File: config.mk
export PLATFORM = sky130hd
export DESIGN_NAME = framed_serial_packet_receiver
export DESIGN_NICKNAME = d
export VERILOG_FILES = /design/src/sv/frx_pkg.sv /design/src/sv/framed_serial_packet_receiver.sv /design/src/sv/frx_in_reg.sv /design/src/sv/frx_frame_core.sv /design/src/sv/frx_out_reg.sv
export SDC_FILE = /design/constraint.sdc
export NUM_CORES = 1
export LEC_CHECK = 0
export ABC_AREA = 1
export BUFFER_PORTS_ARGS = -buffer_cell sky130_fd_sc_hd__buf_2
export CAP_MARGIN = 15
export CORE_MARGIN = 2
export CORE_UTILIZATION = 38
export CTS_CLUSTER_SIZE = 14
export DETAILED_ROUTE_END_ITERATION = 12
export PLACE_DENSITY = 0.54
export REMOVE_ABC_BUFFERS = 1
export SETUP_SLACK_MARGIN = 0.02
export SYNTH_ARGS = -nofsm -noshare
export SYNTH_HDL_FRONTEND = slang
export SYNTH_SLANG_ARGS = --single-unit
File: constraint.sdc
create_clock -name clk -period 8.8 [get_ports clk]
set_input_delay 2.2 -clock clk [delete_from_list [all_inputs] [get_ports clk]]
set_output_delay 2.2 -clock clk [all_outputs]
set_load 0.005 [all_outputs]
File: src/sv/frx_pkg.sv
// ----------------------------------------------------------------------------
// frx_pkg: shared definitions for the framed serial packet receiver
// Frame layout constants, status codes, register indexes and the request and
// result types passed between the stages of the receiver.
// ----------------------------------------------------------------------------
package frx_pkg;

    localparam int CFG_W       = 16;
    localparam int POS_W       = 5;
    localparam int IDX_W       = 4;
    localparam int PAYLOAD_LEN = 15;
    localparam int NUM_AREAS   = 4;

    localparam logic [7:0] START_BYTE = 8'hAA;
    localparam logic [7:0] END_BYTE   = 8'h55;
    localparam logic [7:0] MODE_MIN   = 8'd1;
    localparam logic [7:0] MODE_MAX   = 8'd4;

    localparam logic [POS_W-1:0] FIRST_PAYLOAD_POS = 5'd1;
    localparam logic [POS_W-1:0] LAST_PAYLOAD_POS  = 5'd15;
    localparam logic [POS_W-1:0] CHECK_POS         = 5'd16;
    localparam logic [POS_W-1:0] END_POS           = 5'd17;
    localparam logic [POS_W-1:0] FRAME_POS         = 5'd18;

    localparam logic [CFG_W-1:0] TIMEOUT_RESET   = 16'd100;
    localparam logic [CFG_W-1:0] MAX_SPEED_RESET = 16'd15000;

    localparam logic REG_TIMEOUT   = 1'b0;
    localparam logic REG_MAX_SPEED = 1'b1;

    localparam logic [2:0] STATUS_NONE     = 3'd0;
    localparam logic [2:0] STATUS_ACCEPTED = 3'd1;
    localparam logic [2:0] STATUS_CHECKSUM = 3'd2;
    localparam logic [2:0] STATUS_INVALID  = 3'd3;
    localparam logic [2:0] STATUS_OVERLONG = 3'd4;

    typedef enum logic {
        ST_IDLE,
        ST_FRAME
    } frx_state_t;

    typedef struct packed {
        logic [7:0]  rx_byte;
        logic [31:0] now_ms;
    } frx_item_t;

    typedef struct packed {
        logic [2:0]                  status;
        logic                        timed_out;
        logic [7:0]                  pwm;
        logic [2:0]                  ball_mode;
        logic [2:0]                  area_mode;
        logic [31:0]                 area_pwms;
        logic [NUM_AREAS-1:0][15:0]  area_speeds;
    } frx_result_t;

endpackage

File: src/sv/framed_serial_packet_receiver.sv
// ----------------------------------------------------------------------------
// framed_serial_packet_receiver: byte-stream frame receiver with checksum
// Assembles 18-byte frames (start 0xAA, 15 payload bytes, checksum, end 0x55)
// and keeps the record of the last valid frame.
// ----------------------------------------------------------------------------
// Each request carries one received byte and its arrival time and produces
// exactly one result. The byte is held in the input register and its result
// is registered in the result register before it appears on the outputs; a
// stalled output holds the byte in the input register. One request is accepted every clock
// cycle while the output is not stalled, the rate being set by the frame core
// updating the frame position, gap timer and running checksum as each byte is
// taken. The result gives the frame status, the timeout flag and the held
// record as it stands after that byte.
module framed_serial_packet_receiver (
    input  logic                        clk,
    input  logic                        rst_n,
    input  logic                        cfg_wr_en,
    input  logic                        cfg_index,
    input  logic [frx_pkg::CFG_W-1:0]   cfg_data,
    input  logic                        in_valid,
    output logic                        in_ready,
    input  logic [7:0]                  rx_byte,
    input  logic [31:0]                 now_ms,
    output logic                        out_valid,
    input  logic                        out_ready,
    output logic [2:0]                  status,
    output logic                        timed_out,
    output logic [7:0]                  pwm_out,
    output logic [2:0]                  ball_mode,
    output logic [2:0]                  area_mode,
    output logic [31:0]                 area_pwms,
    output logic [15:0]                 area_speed_0,
    output logic [15:0]                 area_speed_1,
    output logic [15:0]                 area_speed_2,
    output logic [15:0]                 area_speed_3
);
    import frx_pkg::*;

    frx_item_t   in_item;
    frx_item_t   item;
    logic        item_valid;
    logic        res_space;
    logic        fire;
    frx_result_t res;
    frx_result_t out_res;

    assign in_item.rx_byte = rx_byte;
    assign in_item.now_ms  = now_ms;
    assign fire            = item_valid && res_space;

    frx_in_reg u_in_reg (
        .clk        (clk),
        .rst_n      (rst_n),
        .in_valid   (in_valid),
        .in_ready   (in_ready),
        .in_item    (in_item),
        .item_valid (item_valid),
        .item_take  (fire),
        .item       (item)
    );

    frx_frame_core u_core (
        .clk       (clk),
        .rst_n     (rst_n),
        .cfg_wr_en (cfg_wr_en),
        .cfg_index (cfg_index),
        .cfg_data  (cfg_data),
        .fire      (fire),
        .item      (item),
        .result    (res)
    );

    frx_out_reg u_out_reg (
        .clk       (clk),
        .rst_n     (rst_n),
        .res_valid (item_valid),
        .res_space (res_space),
        .res       (res),
        .out_valid (out_valid),
        .out_ready (out_ready),
        .out_res   (out_res)
    );

    assign status       = out_res.status;
    assign timed_out    = out_res.timed_out;
    assign pwm_out      = out_res.pwm;
    assign ball_mode    = out_res.ball_mode;
    assign area_mode    = out_res.area_mode;
    assign area_pwms    = out_res.area_pwms;
    assign area_speed_0 = out_res.area_speeds[0];
    assign area_speed_1 = out_res.area_speeds[1];
    assign area_speed_2 = out_res.area_speeds[2];
    assign area_speed_3 = out_res.area_speeds[3];

endmodule

File: src/sv/frx_in_reg.sv
// ----------------------------------------------------------------------------
// frx_in_reg: input request register
// Captures one received byte and its timestamp and holds it until the frame
// core takes it, accepting a new request in the same cycle.
// ----------------------------------------------------------------------------
module frx_in_reg (
    input  logic                clk,
    input  logic                rst_n,
    input  logic                in_valid,
    output logic                in_ready,
    input  frx_pkg::frx_item_t  in_item,
    output logic                item_valid,
    input  logic                item_take,
    output frx_pkg::frx_item_t  item
);
    import frx_pkg::*;

    logic      valid_reg;
    frx_item_t item_reg;

    assign in_ready   = !valid_reg || item_take;
    assign item_valid = valid_reg;
    assign item       = item_reg;

    always_ff @(posedge clk or negedge rst_n)
    begin
        if (!rst_n)
        begin
            valid_reg <= 1'b0;
        end
        else if (in_ready)
        begin
            valid_reg <= in_valid;
        end
    end

    always_ff @(posedge clk)
    begin
        if (in_ready && in_valid)
        begin
            item_reg <= in_item;
        end
    end

endmodule

File: src/sv/frx_frame_core.sv
// ----------------------------------------------------------------------------
// frx_frame_core: frame tracking, checksum and held record
// Tracks the frame position, gap timeout and running checksum, stores the
// payload, checks a completed frame and updates the held record.
// ----------------------------------------------------------------------------
module frx_frame_core (
    input  logic                        clk,
    input  logic                        rst_n,
    input  logic                        cfg_wr_en,
    input  logic                        cfg_index,
    input  logic [frx_pkg::CFG_W-1:0]   cfg_data,
    input  logic                        fire,
    input  frx_pkg::frx_item_t          item,
    output frx_pkg::frx_result_t        result
);
    import frx_pkg::*;

    frx_state_t                 state_reg;
    frx_state_t                 state_next;
    logic [POS_W-1:0]           pos_reg;
    logic [POS_W-1:0]           pos_next;
    logic [31:0]                last_ms_reg;
    logic [7:0]                 sum_reg;
    logic [7:0]                 sum_next;
    logic [7:0]                 check_reg;
    logic [7:0]                 check_next;
    logic [7:0]                 payload_reg [PAYLOAD_LEN];
    logic                       pay_we;
    logic [IDX_W-1:0]           pay_idx;
    logic [CFG_W-1:0]           timeout_reg;
    logic [CFG_W-1:0]           max_speed_reg;

    logic [7:0]                 held_pwm_reg;
    logic [7:0]                 held_pwm_next;
    logic [2:0]                 held_ball_reg;
    logic [2:0]                 held_ball_next;
    logic [2:0]                 held_area_reg;
    logic [2:0]                 held_area_next;
    logic [31:0]                held_pwms_reg;
    logic [31:0]                held_pwms_next;
    logic [NUM_AREAS-1:0][15:0] held_speeds_reg;
    logic [NUM_AREAS-1:0][15:0] held_speeds_next;

    logic [31:0]                gap;
    logic                       abort;
    logic                       active;
    logic                       in_payload;
    logic                       at_check;
    logic                       at_end;
    logic                       overlong;
    logic                       csum_ok;
    logic                       modes_ok;
    logic                       speeds_ok;
    logic [NUM_AREAS-1:0][15:0] frame_speeds;
    logic [2:0]                 status;

    assign gap        = item.now_ms - last_ms_reg;
    assign abort      = (state_reg == ST_FRAME) && (gap > {16'd0, timeout_reg});
    assign active     = (state_reg == ST_FRAME) && !abort;
    assign in_payload = (pos_reg >= FIRST_PAYLOAD_POS) && (pos_reg <= LAST_PAYLOAD_POS);
    assign at_check   = (pos_reg == CHECK_POS);
    assign at_end     = (pos_reg == END_POS) && (item.rx_byte == END_BYTE);
    assign overlong   = (pos_reg >= FRAME_POS);
    assign pay_idx    = pos_reg[IDX_W-1:0] - IDX_W'(1);

    always_comb
    begin
        for (int k = 0; k < NUM_AREAS; k++)
        begin
            frame_speeds[k] = {payload_reg[8 + 2 * k], payload_reg[7 + 2 * k]};
        end
    end

    assign csum_ok  = (check_reg == ~sum_reg);
    assign modes_ok = (payload_reg[1] inside {[MODE_MIN:MODE_MAX]})
                   && (payload_reg[2] inside {[MODE_MIN:MODE_MAX]});

    always_comb
    begin
        speeds_ok = 1'b1;
        for (int k = 0; k < NUM_AREAS; k++)
        begin
            if (frame_speeds[k] > max_speed_reg)
            begin
                speeds_ok = 1'b0;
            end
        end
    end

    always_comb
    begin
        if (!active)
        begin
            state_next = (item.rx_byte == START_BYTE) ? ST_FRAME : ST_IDLE;
        end
        else if (overlong || at_end)
        begin
            state_next = ST_IDLE;
        end
        else
        begin
            state_next = ST_FRAME;
        end
    end

    always_comb
    begin
        pos_next         = pos_reg;
        sum_next         = sum_reg;
        check_next       = check_reg;
        pay_we           = 1'b0;
        status           = STATUS_NONE;
        held_pwm_next    = held_pwm_reg;
        held_ball_next   = held_ball_reg;
        held_area_next   = held_area_reg;
        held_pwms_next   = held_pwms_reg;
        held_speeds_next = held_speeds_reg;
        if (!active)
        begin
            if (item.rx_byte == START_BYTE)
            begin
                pos_next = FIRST_PAYLOAD_POS;
                sum_next = 8'd0;
            end
            else
            begin
                pos_next = '0;
            end
        end
        else if (overlong)
        begin
            pos_next = '0;
            status   = STATUS_OVERLONG;
        end
        else
        begin
            if (in_payload)
            begin
                pay_we   = 1'b1;
                sum_next = sum_reg + item.rx_byte;
            end
            else if (at_check)
            begin
                check_next = item.rx_byte;
            end
            pos_next = pos_reg + POS_W'(1);
            if (at_end)
            begin
                pos_next = '0;
                if (!csum_ok)
                begin
                    status = STATUS_CHECKSUM;
                end
                else if (!modes_ok || !speeds_ok)
                begin
                    status = STATUS_INVALID;
                end
                else
                begin
                    status           = STATUS_ACCEPTED;
                    held_pwm_next    = payload_reg[0];
                    held_ball_next   = payload_reg[1][2:0];
                    held_area_next   = payload_reg[2][2:0];
                    held_pwms_next   = {payload_reg[6], payload_reg[5],
                                        payload_reg[4], payload_reg[3]};
                    held_speeds_next = frame_speeds;
                end
            end
        end
    end

    always_ff @(posedge clk or negedge rst_n)
    begin
        if (!rst_n)
        begin
            state_reg       <= ST_IDLE;
            pos_reg         <= '0;
            last_ms_reg     <= '0;
            sum_reg         <= '0;
            check_reg       <= '0;
            held_pwm_reg    <= '0;
            held_ball_reg   <= 3'd1;
            held_area_reg   <= 3'd1;
            held_pwms_reg   <= '0;
            held_speeds_reg <= '0;
        end
        else if (fire)
        begin
            state_reg       <= state_next;
            pos_reg         <= pos_next;
            last_ms_reg     <= item.now_ms;
            sum_reg         <= sum_next;
            check_reg       <= check_next;
            held_pwm_reg    <= held_pwm_next;
            held_ball_reg   <= held_ball_next;
            held_area_reg   <= held_area_next;
            held_pwms_reg   <= held_pwms_next;
            held_speeds_reg <= held_speeds_next;
        end
    end

    always_ff @(posedge clk or negedge rst_n)
    begin
        if (!rst_n)
        begin
            timeout_reg   <= TIMEOUT_RESET;
            max_speed_reg <= MAX_SPEED_RESET;
        end
        else if (cfg_wr_en)
        begin
            case (cfg_index)
                REG_TIMEOUT:   timeout_reg   <= cfg_data;
                REG_MAX_SPEED: max_speed_reg <= cfg_data;
                default:       ;
            endcase
        end
    end

    always_ff @(posedge clk)
    begin
        if (fire && pay_we)
        begin
            payload_reg[pay_idx] <= item.rx_byte;
        end
    end

    assign result.status      = status;
    assign result.timed_out   = abort;
    assign result.pwm         = held_pwm_next;
    assign result.ball_mode   = held_ball_next;
    assign result.area_mode   = held_area_next;
    assign result.area_pwms   = held_pwms_next;
    assign result.area_speeds = held_speeds_next;

endmodule

File: src/sv/frx_out_reg.sv
// ----------------------------------------------------------------------------
// frx_out_reg: result register
// Holds one result until the consumer takes it and tells the frame core when
// the next result may be loaded.
// ----------------------------------------------------------------------------
module frx_out_reg (
    input  logic                  clk,
    input  logic                  rst_n,
    input  logic                  res_valid,
    output logic                  res_space,
    input  frx_pkg::frx_result_t  res,
    output logic                  out_valid,
    input  logic                  out_ready,
    output frx_pkg::frx_result_t  out_res
);
    import frx_pkg::*;

    logic        valid_reg;
    frx_result_t res_reg;

    assign res_space = !valid_reg || out_ready;
    assign out_valid = valid_reg;
    assign out_res   = res_reg;

    always_ff @(posedge clk or negedge rst_n)
    begin
        if (!rst_n)
        begin
            valid_reg <= 1'b0;
        end
        else if (res_space)
        begin
            valid_reg <= res_valid;
        end
    end

    always_ff @(posedge clk)
    begin
        if (res_space && res_valid)
        begin
            res_reg <= res;
        end
    end

endmodule

Word level (Yosys, flattened, before mapping) --
Memories as Yosys holds them, arrays and structs flattened. Index checks and enable logic that the tools add are counted. W data, S select, Z words.
Storage, ports and cells: RAM bits 120, bits in read-only memories 0, register bits 352, latch bits 0, bits of input ports 62, memories 1
Operators by class: divide/modulo/power cells 0, bitwise logic cells 7, reductions and logical operators 26, $mul 0, $add $sub $neg 4, $lt $le $gt $ge 12, muxes and demuxes 49, shifts and indexed selects 0, equal/unequal tests 7
Memory list:
- u_core.payload_reg | depth 15, width 8, rd ports 15, clocked after memory_dff 0, write ports 1, RTL line frx_frame_core.sv:27 | logic [7:0] payload_reg [PAYLOAD_LEN];
Operators by type and width (number):
- $mux W64 | 5
- $mux W32 | 5
- $mux W8 | 9
- $gt A16 B16 Y1 | 4
- $mux W3 | 13
- $gt A32 B16 Y1 | 1
- $sub A32 B32 Y32 | 1
- $ge A8 B1 Y1 const B | 2
- $le A8 B3 Y1 const B | 2
- $mux W5 | 3
- $mux W1 | 13
- $eq A5 B5 Y1 const B | 2
- $logic_and A1 B1 Y1 | 10
- $add A8 B8 Y8 | 1
- $eq A8 B7 Y1 const B | 1
- $eq A8 B8 Y1 | 1
- $eq A8 B8 Y1 const B | 1
- $not A8 Y8 | 1
- $not A1 Y1 | 6
- $add A5 B1 Y5 const B | 1
- $ge A5 B1 Y1 const B | 1
- $ge A5 B5 Y1 const B | 1
- $le A5 B4 Y1 const B | 1
- $logic_not A1 Y1 | 5
- other kinds (10) | 15

Logic depth before layout (Yosys ltp) --
An unclocked memory read counts as a cell.
word-level depth 13, depth in mapped cells 29

Hierarchy --
From an unflattened synthesis, not the netlist that was laid out.
Second synthesis, totals: cells, all modules 2663, area total of the unflattened synthesis 24059.3 um^2
Modules (own cells, without submodules):
- frx_frame_core | seq. area each 8523.2 um^2, area an instance 19337.3 um^2, times used 1, cells an instance 2495
- frx_out_reg | seq. area each 3448.3 um^2, area an instance 3468.3 um^2, times used 1, cells an instance 120
- frx_in_reg | seq. area each 1226.2 um^2, area an instance 1246.2 um^2, times used 1, cells an instance 46
- framed_serial_packet_receiver | seq. area each 0.0 um^2, area an instance 7.5 um^2, times used 1, cells an instance 2

Least setup slack after synthesis --
Ideal clock, no wire load.
path kind input to register, from input out_ready, to register u_out_reg.res_reg (netlist bit u_out_reg.out_res[0]) (enable), stages on the path 6, library setup time 523 ps, buffers on the path 2, data arrival time 6130 ps, slack 2147 ps, cell sequence inv_1 > nand2_1 > nand2_1 > inv_2 > clkbuf_1 > clkbuf_1
Between the ends: word-level cells in the longest chain between the ends 2
RTL lines:
- start: declaration | RTL line framed_serial_packet_receiver.sv:25 | input logic out_ready,
- $logic_or A1 B1 Y1 | RTL line frx_out_reg.sv:21 | assign res_space = !valid_reg || out_ready;
- $logic_and A1 B1 Y1
- named net fire | RTL line framed_serial_packet_receiver.sv:43 | logic fire;
- end signal: assignment | RTL line frx_out_reg.sv:41 | res_reg <= res;
- end: declaration | RTL line frx_out_reg.sv:19 | frx_result_t res_reg;
The timed path passes the listed nets, and every way through them passes these cells. A chain may end at the register's enable or synchronous reset.

==> results.toml <==
[status]
outcome = "completed"

[power]
p_sw_frac = 0.305
p_switching_w = 0.00181
p_seq_frac = 0.431
clockPowerShare = 0.359
power_density_nw_per_um2 = 215
comb_power_share = 0.210
p_int_w = 0.00413
p_leak_nw = 13.7
vdd_drop_max_mv = 0.155

[layout]
final_nets = 3081
largest_reg_flops = 120
fillers = 6204
final_common_cell = "nand2_1"
n_antenna_cell = 0
syn2layout_area_growth_pct = 13.7
layout_common_cells = "nand2_1 (787), inv_1 (475), edfxtp_1 (274), dfrtp_1 (185), buf_2 (176)"
stdcell_area_um2 = 27700
fin_cells = 3780
drive_gt1_frac = 0.104

[worst_setup_path]
rrSetupSlack_ps = 3290
r2r_end = "u_out_reg.out_res[52]$_DFFE_PP_"
cp.arrival_ps = 5980
cp_max_fo = 64
critPathRequiredTime_ps = 9260
crit_path_start = "u_in_reg.item[8]$_DFFE_PP_"
ff2ff_path_depth = 23
start_kind = "flop"
critical_path_class = "flop to flop"
worstReg2RegStart = "u_in_reg.item[8]$_DFFE_PP_"
end_kind = "flop"

[yosys]
synthDistinctLibCells = 38
synth_flop_cell = "edfxtp_1"
ys_ff_latch = 472
yosysSeqAreaShare = 0.542
netlist_area_um2 = 24300
synth-edff-count = 274
ys.warnings.count = 0
synth.avg_cell_area_um2 = 8.91
postSynthCellCount = 2732
synthArstFlopShare = 0.419

[detailed_routing]
num_vias = 18400
routed_wl_um = 64900
drt_first_pass_iters = 5
drcViolationCount = 0
drtIter0Drc = 1276
wl_per_cell_um = 17.2
viasPerCell = 4.87
antenna_left = 0

[clock_tree]
cts_root_buffer = "clkbuf_16"
cts_tree = "yes"
cts_buffer_depth = 3
cts_resized = 0
post-cts-setup-buffer-count = 0
htreeDepth = 2
numCtsBuffers = 52
clkTransAtPathRegs_ps = 60
numClockSinks = 472
hold_buffers = 0
clk_latency_ps = 620

[sta]
slew_viol_final = 0
worstMarginPinSlew_ps = 1130
relSlewSlack = 0.243
min_period_over_period = 0.627
finalSetupViolCount = 0
finalClockSkew_ps = 25.3
max_freq_ghz = 0.181
whs_ps = 468
setup_ws_ps = 3290
tns_ps = 0
hold_viol = 0
rsz0062_at_grt = "no"
period_needed_ps = 5510

[worst_hold_path]
min_delay_path_depth = 2
hp-class = "flop to flop"
hold-path-endpoint = "u_core.held_ball_reg[0]$_DFFE_PN1P_"
hold_start = "u_core.held_ball_reg[0]$_DFFE_PN1P_"

[run]
maxCapViolations = 0

[grt]
antenna_found_initial = 1
grt_pass1_wl_um = 102000
gr-total-overflow = 0
grt_usage = 0.196
grt_max_degree = 155
grt_pass1_vias = 18300

[floorplan]
rows = 92
start_util = 0.385
coreArea_um2 = 63200
io-pin-count = 178
die-width_um = 257
die_h_um = 257
dieArea_um2 = 66100

[placement]
dp.final_hpwl_um = 44600
globalplace.congestion = 0.896
place_area_um2 = 26000
dpl.cell_count = 3683
place_ws_ps = 3380
portBuffers = 177
## critical path: stages (launching register included)
cell and delay [ps]:
edfxtp_1 400, ha_1 390, nand2_1 140, nor2_1 280, and3_1 230, nand2_1 50
nand2_1 140, xor2_1 80, ha_1 270, nand2_1 70, nor4_1 410, nand3_1 120
nand2_1 150, nand2_1 70, nor2_1 100, nand2_1 60, nor2_1 80, nand2_1 90
nor2_4 80, buf_4 470, nand3_4 630, buf_4 560, nand2_1 200, and2_1 150
## area by class of cell
type,count,area (um^2),area share
well taps,846,1060,0.0382
flip-flops and latches,472,13200,0.477
repair buffers,195,1040,0.0377
clock inverters,14,100,0.00362
inverters,478,1800,0.0651
multi-input cells,1692,8880,0.321
clock buffers,83,1590,0.0575
## per-stage QoR
step | utilization | power (W)
after floorplan | - | 0.00341
after global placement | 0.411 | 0.00384
after detailed placement | 0.411 | 0.00386
after CTS | 0.438 | 0.00602
after global routing | 0.438 | 0.00628
final | 0.438 | 0.00594
## Yosys cell counts (3+ instances only)
master    instances  area, um^2
nand2_1         788        2960
inv_1           475        1780
edfxtp_1        274        8230
dfrtp_1         186        4650
nand3_1         168         841
nand4_1         130         813
ha_1            126        1580
and2_1          115         719
nor2_1          112         420
o21ai_0          80         400
a21oi_1          64         320
clkbuf_1         42         158
xor2_1           27         236
nor4_1           14        87.6
buf_2            13        65.1
buf_6            13         146
buf_1            12        45.0
dfstp_2          12         315
nor3_1           12        60.1
buf_4            10        75.1
o21ai_1          10        50.1
xnor2_1           8        70.1
nand3b_1          6        45.0
a31oi_1           4        25.0
nor2_2            4        25.0
and3_1            3        18.8
inv_2             3        11.3
nand2_2           3        18.8
o211ai_1          3        22.5
## power groups by stage
stage | Sequential (W) | Clock [W] | Combinational, W
final | 0.00256 | 0.00213 | 0.00125
after global routing | 0.00257 | 0.00228 | 0.00142
after CTS | 0.00256 | 0.00220 | 0.00126
after detailed placement | 0.00261 | 0 | 0.00125
after global placement | 0.00260 | 0 | 0.00124
after floorplan | 0.00260 | 0 | 0.000806
## cell families after synthesis
family	count (synthesis)	synth area share
compound gates	170	0.0367
simple gates	1359	0.248
xor+xnor	35	0.0126
buf+inv	568	0.0938
flops	472	0.542
fa+ha+maj	128	0.0664
## worst max-delay path by stage
stage,slack [ps],to
2_1_floorplan,-1400,u_core.held_area_reg[0]$_DFFE_PN1P_
3_3_place_gp,3420,u_out_reg.out_res[100]$_DFFE_PP_
3_5_place_dp,3380,u_out_reg.out_res[65]$_DFFE_PP_
4_1_cts,3320,u_out_reg.out_res[52]$_DFFE_PP_
5_1_grt,2820,u_out_reg.out_res[40]$_DFFE_PP_
6_report,3290,u_out_reg.out_res[52]$_DFFE_PP_
## per-layer routing
| metal | vias up | global-route usage | share of wire |
|---|---|---|---|
| li1 | 9119 | - | - |
| met1 | 8769 | 0.267 | 0.46 |
| met2 | 406 | 0.327 | 0.47 |
| met3 | 103 | 0.0295 | 0.048 |
| met4 | 0 | 0.0539 | 0.025 |
| met5 | - | 0 | 0 |
Power figures use the tool's default switching activity.
